--- src/rtl/core/ssp_pkg.sv ---
// Shared types and constants for the section sort and place block.
`timescale 1ns / 1ps
package ssp_pkg;

  localparam int unsigned MAX_SECTIONS_DEF = 64;

  localparam int unsigned CFG_IDX_W = 2;
  localparam int unsigned CFG_DATA_W = 2;

  localparam logic [CFG_IDX_W-1:0] CFG_SECTION_KIND = 2'd0;
  localparam logic [CFG_IDX_W-1:0] CFG_RANK_ORDER = 2'd1;

  localparam logic [1:0] KIND_TEXT = 2'd0;
  localparam logic [1:0] KIND_DATA = 2'd1;

  typedef enum logic [2:0] {
    ST_COLLECT,
    ST_SCAN,
    ST_DRAIN,
    ST_ALIGN,
    ST_EMIT
  } ssp_state_t;

  typedef struct packed {
    logic store;
    logic scan_clr;
    logic rd_en;
    logic align;
    logic emit;
  } ssp_cmd_t;

  typedef struct packed {
    logic scan_end;
    logic place_end;
    logic out_free;
  } ssp_status_t;

endpackage

--- src/rtl/core/ssp_ctrl.sv ---
// Sequencer for collection, selection scans, alignment and result emission.
`timescale 1ns / 1ps
module ssp_ctrl
  import ssp_pkg::*;
(
  input  logic        clk,
  input  logic        rst_n,
  input  logic        in_valid,
  input  logic        in_last,
  output logic        in_stall,
  input  ssp_status_t status,
  output ssp_cmd_t    cmd
);

  ssp_state_t state_r;
  ssp_state_t state_nxt;

  always_ff @(posedge clk) begin
    if (!rst_n) begin
      state_r <= ST_COLLECT;
    end else begin
      state_r <= state_nxt;
    end
  end

  always_comb begin
    state_nxt = state_r;
    cmd = '0;
    in_stall = 1'b1;
    case (state_r)
      ST_COLLECT: begin
        in_stall = 1'b0;
        if (in_valid) begin
          cmd.store = 1'b1;
          if (in_last) begin
            cmd.scan_clr = 1'b1;
            state_nxt = ST_SCAN;
          end
        end
      end
      ST_SCAN: begin
        cmd.rd_en = 1'b1;
        if (status.scan_end) begin
          state_nxt = ST_DRAIN;
        end
      end
      ST_DRAIN: begin
        state_nxt = ST_ALIGN;
      end
      ST_ALIGN: begin
        cmd.align = 1'b1;
        state_nxt = ST_EMIT;
      end
      ST_EMIT: begin
        if (status.out_free) begin
          cmd.emit = 1'b1;
          if (status.place_end) begin
            state_nxt = ST_COLLECT;
          end else begin
            cmd.scan_clr = 1'b1;
            state_nxt = ST_SCAN;
          end
        end
      end
      default: begin
        state_nxt = ST_COLLECT;
      end
    endcase
  end

endmodule

--- config.mk ---
export PLATFORM = sky130hd
export DESIGN_NAME = ssp_ctrl
export DESIGN_NICKNAME = d
export VERILOG_FILES = /design/src/rtl/core/ssp_pkg.sv /design/src/rtl/core/ssp_ctrl.sv
export SDC_FILE = /design/constraint.sdc
export NUM_CORES = 1
export LEC_CHECK = 0
export ABC_CLOCK_PERIOD_IN_PS = 1400
export BUFFER_PORTS_ARGS = -buffer_cell sky130_fd_sc_hd__buf_2
export CORE_AREA = 2 2 39 41
export DETAILED_ROUTE_END_ITERATION = 12
export DIE_AREA = 0 0 41 43
export GPL_TIMING_DRIVEN = 0
export PLACE_DENSITY = 0.4
export SLEW_MARGIN = 40
export SYNTH_ARGS = -nofsm -noshare
export SYNTH_HDL_FRONTEND = slang
export SYNTH_SLANG_ARGS = --single-unit
--- constraint.sdc ---
create_clock -name clk -period 1.4 [get_ports clk]
set_input_delay 0.14 -clock clk [delete_from_list [all_inputs] [get_ports clk]]
set_output_delay 0.14 -clock clk [all_outputs]
set_load 0.05 [all_outputs]
After elaboration in Yosys (flattened, before gate mapping). Cells that the tools add are included.

Register bits: 3. Bits of input ports: 7. Word-level logic and storage cells: 28.

Eq/ne operators: 8. Multiplexer cells: 17. Reduce and logical (&&, ||, !) cells: 2.

Operators with widths (number): one-hot mux 3 bit (5 select lines) (1); two-way mux 3 bit (4); two-way mux 1 bit (10); != test 2 bit, second input constant (4); == test 3 x 2 -> 1 bit, second input constant (2); AND reduction 4 bit (1); == test 3 x 1 -> 1 bit, second input constant (1); == test 3 bit, second input constant (1); zero test 3 bit (1); two-way mux 2 bit (1); one-hot mux 1 bit (2 select lines) (1).

Depth between registers and ports, before layout. Gate-level depths: netlist (run 1).

Word-level depth: 3. Mapped depth: 4. Mapped depth without buffers: 3.

Worst setup path before layout (run 1). No wires, ideal clock.

Path type: reg2out. Start point: register state_r[0]. End point: output cmd[2] (netlist name). Data arrival time: 1607 ps. Data required time: 1260 ps. Setup slack: -347 ps. Cell stages (with the launch flop): 3. Cells stage by stage: dfxtp_1 > buf_6 > nor3b_1.

RTL lines: from (decl) (line ssp_ctrl.sv:15) `ssp_state_t state_r;`; from (signal assigned) (line ssp_ctrl.sv:22) `state_r <= state_nxt;`; to (decl) (line ssp_ctrl.sv:12) `output ssp_cmd_t cmd`.

==> metrics, run 1 <==
I/O pins=13; antenna-violating nets left=0; Die Area=1763 um^2; Area Growth Syn to Fin=78.50%; largest net degree at the start of global routing=11; RD Place Congestion=0.6448; post-layout util=about a third; outcome=finished with violations; WL met3=around 48 um; first-pass GRT wire length=between 900 and 1000 um; Primary FF master, synth=dfxtp_1; Cell Area, Synth=between 200 and 300 um^2; Initial DRC Count=3; Tot GR Track Use=8.425%; compound-gate portion of the synthesized area=around a fifth; Top Metal Used=met3; CP max FO=6; CORE AREA=1384 um^2; Critical Path End Type=output port; Clock Sinks=3; final hold vios=0; clock root buffer=clkbuf_4; Reg2Reg Setup Slack=0.23 ns; top cells by count, synth=buf_6 (3), dfxtp_1 (3), nand2_1 (2), nor3_2 (2), o22a_1 (2); Period Utilization, post-route=103.4%; post-synth top area share=around 24%; Rows=14; register area share after synthesis=around a quarter; Clock Path Buffers=2; die height=~43 um; static leakage=approximately 0.22 nW; Async SR Flop Fraction=0%; Worst Max-Slew Pin Slew=0.2634 ns; largest registers=state_r: 3 flops; simple-gate share of the synthesized area=a little over a third; count of final setup violators=2; Hold Slack=0.1491 ns; pre-CTS WS=between 0.04 and 0.05 ns; failing checks=negative setup slack; Syn. warnings=0; post-synthesis mux area share=between 4 and 5%; syn_area_per_cell=about 9.6 um^2; H-tree depth=1; CTS Hold Bufs=0; DP Cell Count=54; vias per inst=4.302; number of global-route vias before repair=between 200 and 250; main combinational cell family by area after synthesis=simple AND/OR/NAND/NOR gates; pwr/cell area=approximately 850 nW/um^2; Max-Cap Viols=0; DRT Pass-1 Iters=2; R2R cell count=5; Vias=271; setup ws final=-0.04764 ns; Max-slew headroom=between 80 and 90%; Synth Register Bits=3; post-synthesis instance total=26; Setup crit end=cmd[3]; post-synth top area cell=dfxtp_1; total CTS buffers=3; Layout Nets=55; filler instances=151; initial core utilization=18.08%; Biggest register=state_r; initial antenna violation count=0; Clock transition at path regs=0.04 ns; Crit path required time=around 1.3 ns; Clk Latency, worst-skew pair=around 0.24 ns; final std cells w/o fill=63; Mapped Nets=33; RSZ-0062 raised after global routing=yes; routed wl met2=320 um; critical path class=register to output port; DRT met1 WL=between 200 and 300 um; reg2reg start=state_r[2]$_SDFFE_PN0P_; CTS tree=yes; placed inst area=approximately 350 um^2; antenna cells=0; number of flops mapped to enable cells by yosys=0; crit path time final=1.448 ns; remaining routing DRC violations=0; GRT overflow=0; crit start category=register; DIE WIDTH=41 um; Netlist cell types=19; Final HPWL DP=~420 um; DR WL/cell=between 10 and 15 um; R2R Path End=state_r[0]$_SDFFE_PN0P_; share of cells above drive strength 1=between 70% and 80%; Crit. Startpoint=state_r[2]$_SDFFE_PN0P_; Hold Crit Class=input pin to register; Peak supply drop=just under 400 uV; max reg flops=3; adder-cell share of the synthesized area=0%; Post-Synth XOR/XNOR Area=0%; top cells by area, synth=dfxtp_1 (24%), buf_6 (13%), nor3_2 (8.0%), o22a_1 (7.0%), mux2_2 (4.5%); skew final=between 0.002 and 0.003 ns; number of buffers added on ports=12; post-route design area=~450 um^2; f_max=approximately 690 MHz; final wirelength=around 650 um; CP arrival=1.31 ns; Max Transition Viols Final=0
timing repair:
item                       4_1_cts  5_1_grt
setup endpoints to repair        3        4
pin swaps                        0        2
cloned                           0        0
buffers inserted                 2        4
gates resized for setup          8        7
worst max-delay path, cell delays in order (launching register included):
cell and delay, ns:
dfxtp_2 0.34, and3b_1 0.24, o21ba_4 0.17, nor3_4 0.15
buf_6 0.17
placed cells by master, fill, tap and decap left out, types with 2 or more instances in the layout:
| master | n |
|---|---|
| o22a_1 | 2 |
| nor3_2 | 2 |
| nand2_1 | 2 |
| clkbuf_4 | 3 |
| dfxtp_2 | 2 |
| buf_6 | 5 |
| buf_4 | 9 |
| buf_2 | 6 |
how the worst min path moves through the flow:
stage,startpoint,end,slack [ns],cells past startpoint
floorplan,rst_n,state_r[2]$_SDFFE_PN0P_,0.26,1
global placement,rst_n,state_r[2]$_SDFFE_PN0P_,0.38,2
detailed placement,rst_n,state_r[2]$_SDFFE_PN0P_,0.38,2
CTS,rst_n,state_r[2]$_SDFFE_PN0P_,0.15,2
global route,rst_n,state_r[2]$_SDFFE_PN0P_,0.14,2
finish,rst_n,state_r[2]$_SDFFE_PN0P_,0.15,2
stage by stage:
| stage | TNS, ns | power [mW] |
|---|---|---|
| 2_1_floorplan | 0 | 0.1771 |
| 3_3_place_gp | 0 | 0.2003 |
| 3_5_place_dp | 0 | 0.2008 |
| 4_1_cts | -0.1754 | 0.3749 |
| 5_1_grt | -0.1974 | 0.4107 |
| 6_report | -0.09477 | 0.3806 |
logic make-up after synthesis:
group	after synthesis
simple gates	12
compound gates	6
buf+inv	4
flops	3
mux	1
metal layers:
metal	vias to the layer above	GRT usage, %
li1	135	-
met1	128	9.295
met2	8	10.63
met3	0	6.283
met4	0	6.000
met5	-	0
power breakdown:
group          internal, mW  switching [mW]  total, mW
clock                 0.107          0.0488      0.156
sequential           0.0897         0.00205     0.0918
combinational        0.0605          0.0724      0.133
total                 0.257           0.123      0.381
cell type report:
| cell class | count | area [um^2] | share of cell area (%) |
|---|---|---|---|
| Inverter | 1 | 3.754 | 0.8403 |
| Tap cell | 16 | 20.02 | 4.482 |
| Sequential cell | 3 | 62.56 | 14.01 |
| Buffer | 2 | 22.52 | 5.042 |
| Timing Repair Buffer | 18 | 131.4 | 29.41 |
| Multi-Input combinational cell | 19 | 180.2 | 40.34 |
| Clock buffer | 4 | 26.28 | 5.882 |
No activity file was read; power rests on OpenSTA's default activity.
==> run 2, diff against run 1 <==
Settings changed: SETUP_SLACK_MARGIN set to 0.3.
==> run 2 against run 1 <==
  * The run still ends with negative setup slack left
  * Utilization rose by 6.6 points
  * Sequential power hardly changed
  * Highest routed layer unchanged
  * Final area increased by 20%
  * Global-route usage down 0.39 points
  * Sequential cell count stayed put
  * Via count increased by 4.1%
==> metrics, run 2 (synthesized netlist as in run 1, its figures left out) <==
Max Transition Viols Final=0 (unchanged); skew final=0.0008200 ns (was 0.002871 ns); first-pass GRT wire length=924 um (was 917 um); clock root buffer=clkbuf_4 (unchanged); CORE AREA=1384 um^2 (unchanged); Biggest register=state_r (unchanged); crit path time final=1.463 ns (was 1.448 ns); die height=43 um (unchanged); Max-Cap Viols=0 (unchanged); DR WL/cell=9.206 um (was 10.35 um); DIE WIDTH=41 um (unchanged); depth of the worst hold-timing path=3 (was 2); antenna cells=0 (unchanged); Rows=14 (unchanged); I/O pins=13 (unchanged); Clock transition at path regs=0.04 ns (about the same); outcome=finished with violations (unchanged); H-tree depth=1 (unchanged); total CTS buffers=3 (unchanged); pwr/cell area=735.8 nW/um^2 (was 852.0 nW/um^2); crit start category=register (unchanged); Final HPWL DP=429.6 um (was 421 um); Crit. Startpoint=state_r[2]$_SDFFE_PN0P_ (unchanged); final wirelength=626 um (was 652 um); Worst Max-Slew Pin Slew=0.2367 ns (was 0.2634 ns); f_max=683.6 MHz (was 690.8 MHz); initial core utilization=18.08% (unchanged); placed inst area=364.1 um^2 (was 351.6 um^2); setup ws final=-0.06278 ns (was -0.04764 ns); reg2reg start=state_r[1]$_SDFFE_PN0P_ (was state_r[2]$_SDFFE_PN0P_); failing checks=negative setup slack (unchanged); initial antenna violation count=0 (unchanged); remaining routing DRC violations=0 (unchanged); Hold Crit Class=input pin to register (unchanged); Critical Path End Type=output port (unchanged); hold_sp=rst_n (unchanged); number of global-route vias before repair=272 (was 234); Clk Latency, worst-skew pair=0.23 ns (was 0.24 ns); total power after layout=0.3959 mW (was 0.3806 mW); post-route design area=538.0 um^2 (was 446.7 um^2); Initial DRC Count=1 (was 3); static leakage=0.2545 nW (was 0.2243 nW); Period Utilization, post-route=104.5% (was 103.4%); final hold vios=0 (unchanged); RSZ-0062 raised after global routing=yes (unchanged); GRT overflow=0 (unchanged); post-layout util=38.88% (was 32.28%); CP arrival=1.32 ns (was 1.31 ns); Area Growth Syn to Fin=115.0% (was 78.50%); commonest cells after routing, fill and taps aside=buf_6 (8), buf_4 (8), buf_2 (6), clkbuf_4 (3), buf_8 (3) (was buf_4 (9), buf_2 (6), buf_6 (5), clkbuf_4 (3)); max reg flops=3 (unchanged); Vias=282 (was 271); CP max FO=7 (was 6); Tot GR Track Use=8.032% (was 8.425%); largest registers=state_r: 3 flops (unchanged); share of cells above drive strength 1=76.92% (was 74.47%); largest net degree at the start of global routing=8 (was 11); Max-slew headroom=84.00% (was 82.19%); TNS Setup=-0.09457 ns (was -0.09477 ns); Clock Sinks=3 (unchanged); CTS tree=yes (unchanged); Clock Path Buffers=2 (unchanged); Die Area=1763 um^2 (unchanged); Crit path required time=1.26 ns (about the same); Layout Nets=60 (was 55); critical path class=register to output port (unchanged); vias per inst=4.147 (was 4.302); R2R cell count=6 (was 5); Peak supply drop=254.2 uV (was 385.5 uV); count of final setup violators=2 (unchanged); RD Place Congestion=0.5962 (was 0.6448); antenna-violating nets left=0 (unchanged); DRT Pass-1 Iters=2 (unchanged); number of buffers added on ports=12 (unchanged)
-- run 2: cell count changes in the layout (fill, tap and decap cells not counted) --
cell     delta
buf_8       +3
buf_6       +3
nor3_4      +1
o21ai_2     -1
nor3b_2     -1
nor3b_4     +1
o21ai_4     +1
nor3_2      -1
buf_4       -1
-- run 2: timing repair --
item	4_1_cts	5_1_grt
hold buffers	0	0
setup endpoints to repair	6	9
pin swaps	8	4
resized for setup	16	5
endpoints found under the hold margin	0	0
setup buffers	7	3
-- run 2: final timing paths --
kind,to,slack (ns)
setup / recovery,cmd[3],-0.06
hold / removal,state_r[1]$_SDFFE_PN0P_,0.16
setup reg to reg,state_r[0]$_SDFFE_PN0P_,0.19
hold reg to reg,state_r[0]$_SDFFE_PN0P_,0.60
-- run 2: critical path, stage by stage, from the launching register on --
cell and delay, ns:
dfxtp_1 0.30, buf_6 0.12, and3b_1 0.22, o21ba_4 0.16, nor3_4 0.11, buf_6 0.18
-- run 2: layer usage --
metal  part of all wire [%]  global-route usage (%)  vias to the layer above
met4                      0                   8.000                        0
met1                     36                   6.752                      129
met3                    7.2                   1.571                        0
met5                      0                       0                        -
met2                     57                   13.75                        8
li1                       -                       -                      145
-- run 2: power breakdown --
part / switching, mW / internal, mW
combinational: 0.0789 / 0.0758
clock: 0.0427 / 0.107
sequential: 0.00190 / 0.0899
-- run 2: cell type report --
| class | count | area [um^2] |
|---|---|---|
| fillers | 156 | 845.8 |
| multi-input cells | 19 | 200.2 |
| repair buffers | 22 | 191.4 |
| flip-flops and latches | 3 | 62.56 |
| plain buffers | 3 | 33.78 |
| clock buffers | 4 | 26.28 |
| well taps | 16 | 20.02 |
| inverters | 1 | 3.754 |
-- run 2: metrics by stage --
step | hold slack, ns | cells | setup slack, ns
finish | 0.1640 | 68 | -0.06278
global route | 0.1771 | 68 | -0.1148
CTS | 0.1448 | 65 | -0.07636
detailed placement | 0.3880 | 54 | 0.05024
global placement | 0.3888 | 54 | 0.05370
floorplan | 0.2578 | 26 | 0.04296
==> run 3, diff against run 2 <==
Settings changed: SETUP_SLACK_MARGIN 0.3 to 0.4.
==> run 3 against run 2 <==
  * The flow still finishes with violations (negative setup slack)
  * Non-clock buffer count shrank 2
  * Register-to-register slack gained 0.04 ns
  * Total power decreased by 2.2%
  * Final area down 3.3%
==> metrics, run 3 (synthesized netlist as in run 1, its figures left out) <==
commonest cells after routing, fill and taps aside=buf_6 (11), buf_2 (6), buf_4 (4), clkbuf_4 (3) (was buf_6 (8), buf_4 (8), buf_2 (6), clkbuf_4 (3), buf_8 (3)); H-tree depth=1 (unchanged); Max Transition Viols Final=0 (unchanged); Layout Nets=58 (was 60); Pint=0.2695 mW (was 0.2724 mW); DR WL/cell=9.485 um (was 9.206 um); outcome=finished with violations (unchanged); antenna-violating nets left=0 (unchanged); pwr/cell area=744.0 nW/um^2 (was 735.8 nW/um^2); RD Place Congestion=0.6558 (was 0.5962); Period Utilization, post-route=104.0% (was 104.5%); DRT Pass-1 Iters=1 (was 2); Clock power frac=37.4% (was 37.7%); Die Area=1763 um^2 (unchanged); CTS Hold Bufs=0 (unchanged); Peak supply drop=389.5 uV (was 254.2 uV); Max-slew headroom=84.25% (was 84.00%); Combinational Power Share=38.8% (was 39.1%); CP Buf/Inv Count=2 (unchanged); largest net degree at the start of global routing=7 (was 8); die height=43 um (unchanged); most common library cell in the layout ignoring fill and taps=buf_6; kind of cell adding the most delay to the critical path=simple AND/OR/NAND/NOR gates (unchanged); TNS Setup=-0.08295 ns (was -0.09457 ns); RSZ-0062 raised after global routing=yes (unchanged); Area Growth Syn to Fin=108.0% (was 115.0%); CP max FO=6 (was 7); total CTS buffers=3 (unchanged); number of buffers added on ports=12 (unchanged); final wirelength=626 um (unchanged); initial core utilization=18.08% (unchanged); CTS tree=yes (unchanged); crit-path cells=buf_6, and3b_2, o21ba_4, nor3_4, buf_6 (was buf_6, and3b_1, o21ba_4, nor3_4, buf_6); critical path class=register to output port (unchanged); DP Cell Count=54 (unchanged); Max-Cap Viols=0 (unchanged); first-pass GRT wire length=986 um (was 924 um); final hold vios=0 (unchanged); sw power=0.1177 mW (was 0.1235 mW); failing checks=negative setup slack (unchanged); static leakage=0.2432 nW (was 0.2545 nW); remaining routing DRC violations=0 (unchanged); Crit path required time=1.26 ns (about the same); Clk Latency, worst-skew pair=0.23 ns (about the same); crit path time final=1.455 ns (was 1.463 ns); total power after layout=0.3873 mW (was 0.3959 mW); skew final=0.001381 ns (was 0.0008200 ns); vias per inst=4.000 (was 4.147); Clock transition at path regs=0.03 ns (was 0.04 ns); clock root buffer=clkbuf_4 (unchanged); Rows=14 (unchanged); max reg flops=3 (unchanged); setup ws final=-0.05534 ns (was -0.06278 ns); total stage count of the critical path=5 (unchanged); Tot GR Track Use=8.425% (was 8.032%); DIE WIDTH=41 um (unchanged); Vias=264 (was 282); Clock Sinks=3 (unchanged); R2R cell count=5 (was 6); CP arrival=1.32 ns (about the same); share of cells above drive strength 1=78.00% (was 76.92%); Slowest-stage cell, CP=dfxtp_1 (unchanged); number of global-route vias before repair=268 (was 272); Switching Share=30.41% (was 31.19%); cell mode on critical path=buf_6 (unchanged); f_max=687.1 MHz (was 683.6 MHz); CORE AREA=1384 um^2 (unchanged); antenna cells=0 (unchanged); Clock Path Buffers=2 (unchanged); final std cells w/o fill=66 (was 68); Flop pwr share=23.8% (was 23.2%); largest registers=state_r: 3 flops (unchanged); pre-CTS WS=0.03147 ns (was 0.05024 ns); initial antenna violation count=0 (unchanged); Hold Slack=0.1534 ns (was 0.1640 ns); Worst Max-Slew Pin Slew=0.2329 ns (was 0.2367 ns); Initial DRC Count=0 (was 1); crit start category=register (unchanged); count of final setup violators=2 (unchanged); GRT overflow=0 (unchanged); max incr delay on CP=0.29 ns (was 0.30 ns); depth of the worst hold-timing path=2 (was 3); Hold Crit Class=input pin to register (unchanged); Biggest register=state_r (unchanged); I/O pins=13 (unchanged); Critical Path End Type=output port (unchanged)
## run 3: cell count changes in the layout (fill, tap and decap cells not counted), sizes merged
cell | before | now
buf | 25 | 23
## run 3: path summary, 6_finish.rpt
kind / endpoint / from / slack (ns)
worst min register to register: state_r[0]$_SDFFE_PN0P_ / state_r[0]$_SDFFE_PN0P_ / 0.64
worst max register to register: state_r[0]$_SDFFE_PN0P_ / state_r[2]$_SDFFE_PN0P_ / 0.23
worst min-delay path: state_r[2]$_SDFFE_PN0P_ / rst_n / 0.15
worst max-delay path: cmd[3] / state_r[2]$_SDFFE_PN0P_ / -0.06
## run 3: metrics by stage
stage	utilization, %	cell area [um^2]
6_report	37.61	520.5
5_1_grt	37.61	520.5
4_1_cts	36.62	506.7
3_5_place_dp	26.31	364.1
3_3_place_gp	26.31	364.1
2_1_floorplan	-	284.0
## run 3: final cells by class
cell class	count	area [um^2]
fillers	139	863.3
multi-input cells	19	193.9
repair buffers	20	180.2
flip-flops and latches	3	62.56
plain buffers	3	33.78
clock buffers	4	26.28
well taps	16	20.02
inverters	1	3.754
## run 3: repair_timing
item,CTS,global route
setup endpoints to repair,8,9
setup buffers,8,0
pin swaps,6,4
endpoints found under the hold margin,0,0
gates cloned,0,0
resized for setup,19,3
## run 3: per-layer routing
| metal | vias up | share of wire (%) | global-route usage (%) |
|---|---|---|---|
| met2 | 5 | 55 | 15.31 |
| li1 | 142 | - | - |
| met4 | 0 | 0 | 4.000 |
| met1 | 117 | 41 | 7.372 |
| met3 | 0 | 3.8 | 3.141 |
| met5 | - | 0 | 0 |
## run 3: power groups by stage
stage	clock network, mW	registers (mW)	logic, mW
2_1_floorplan	0	0.0923	0.0879
3_3_place_gp	0	0.0926	0.111
3_5_place_dp	0	0.0925	0.113
4_1_cts	0.153	0.0918	0.146
5_1_grt	0.159	0.0923	0.158
6_report	0.145	0.0923	0.150
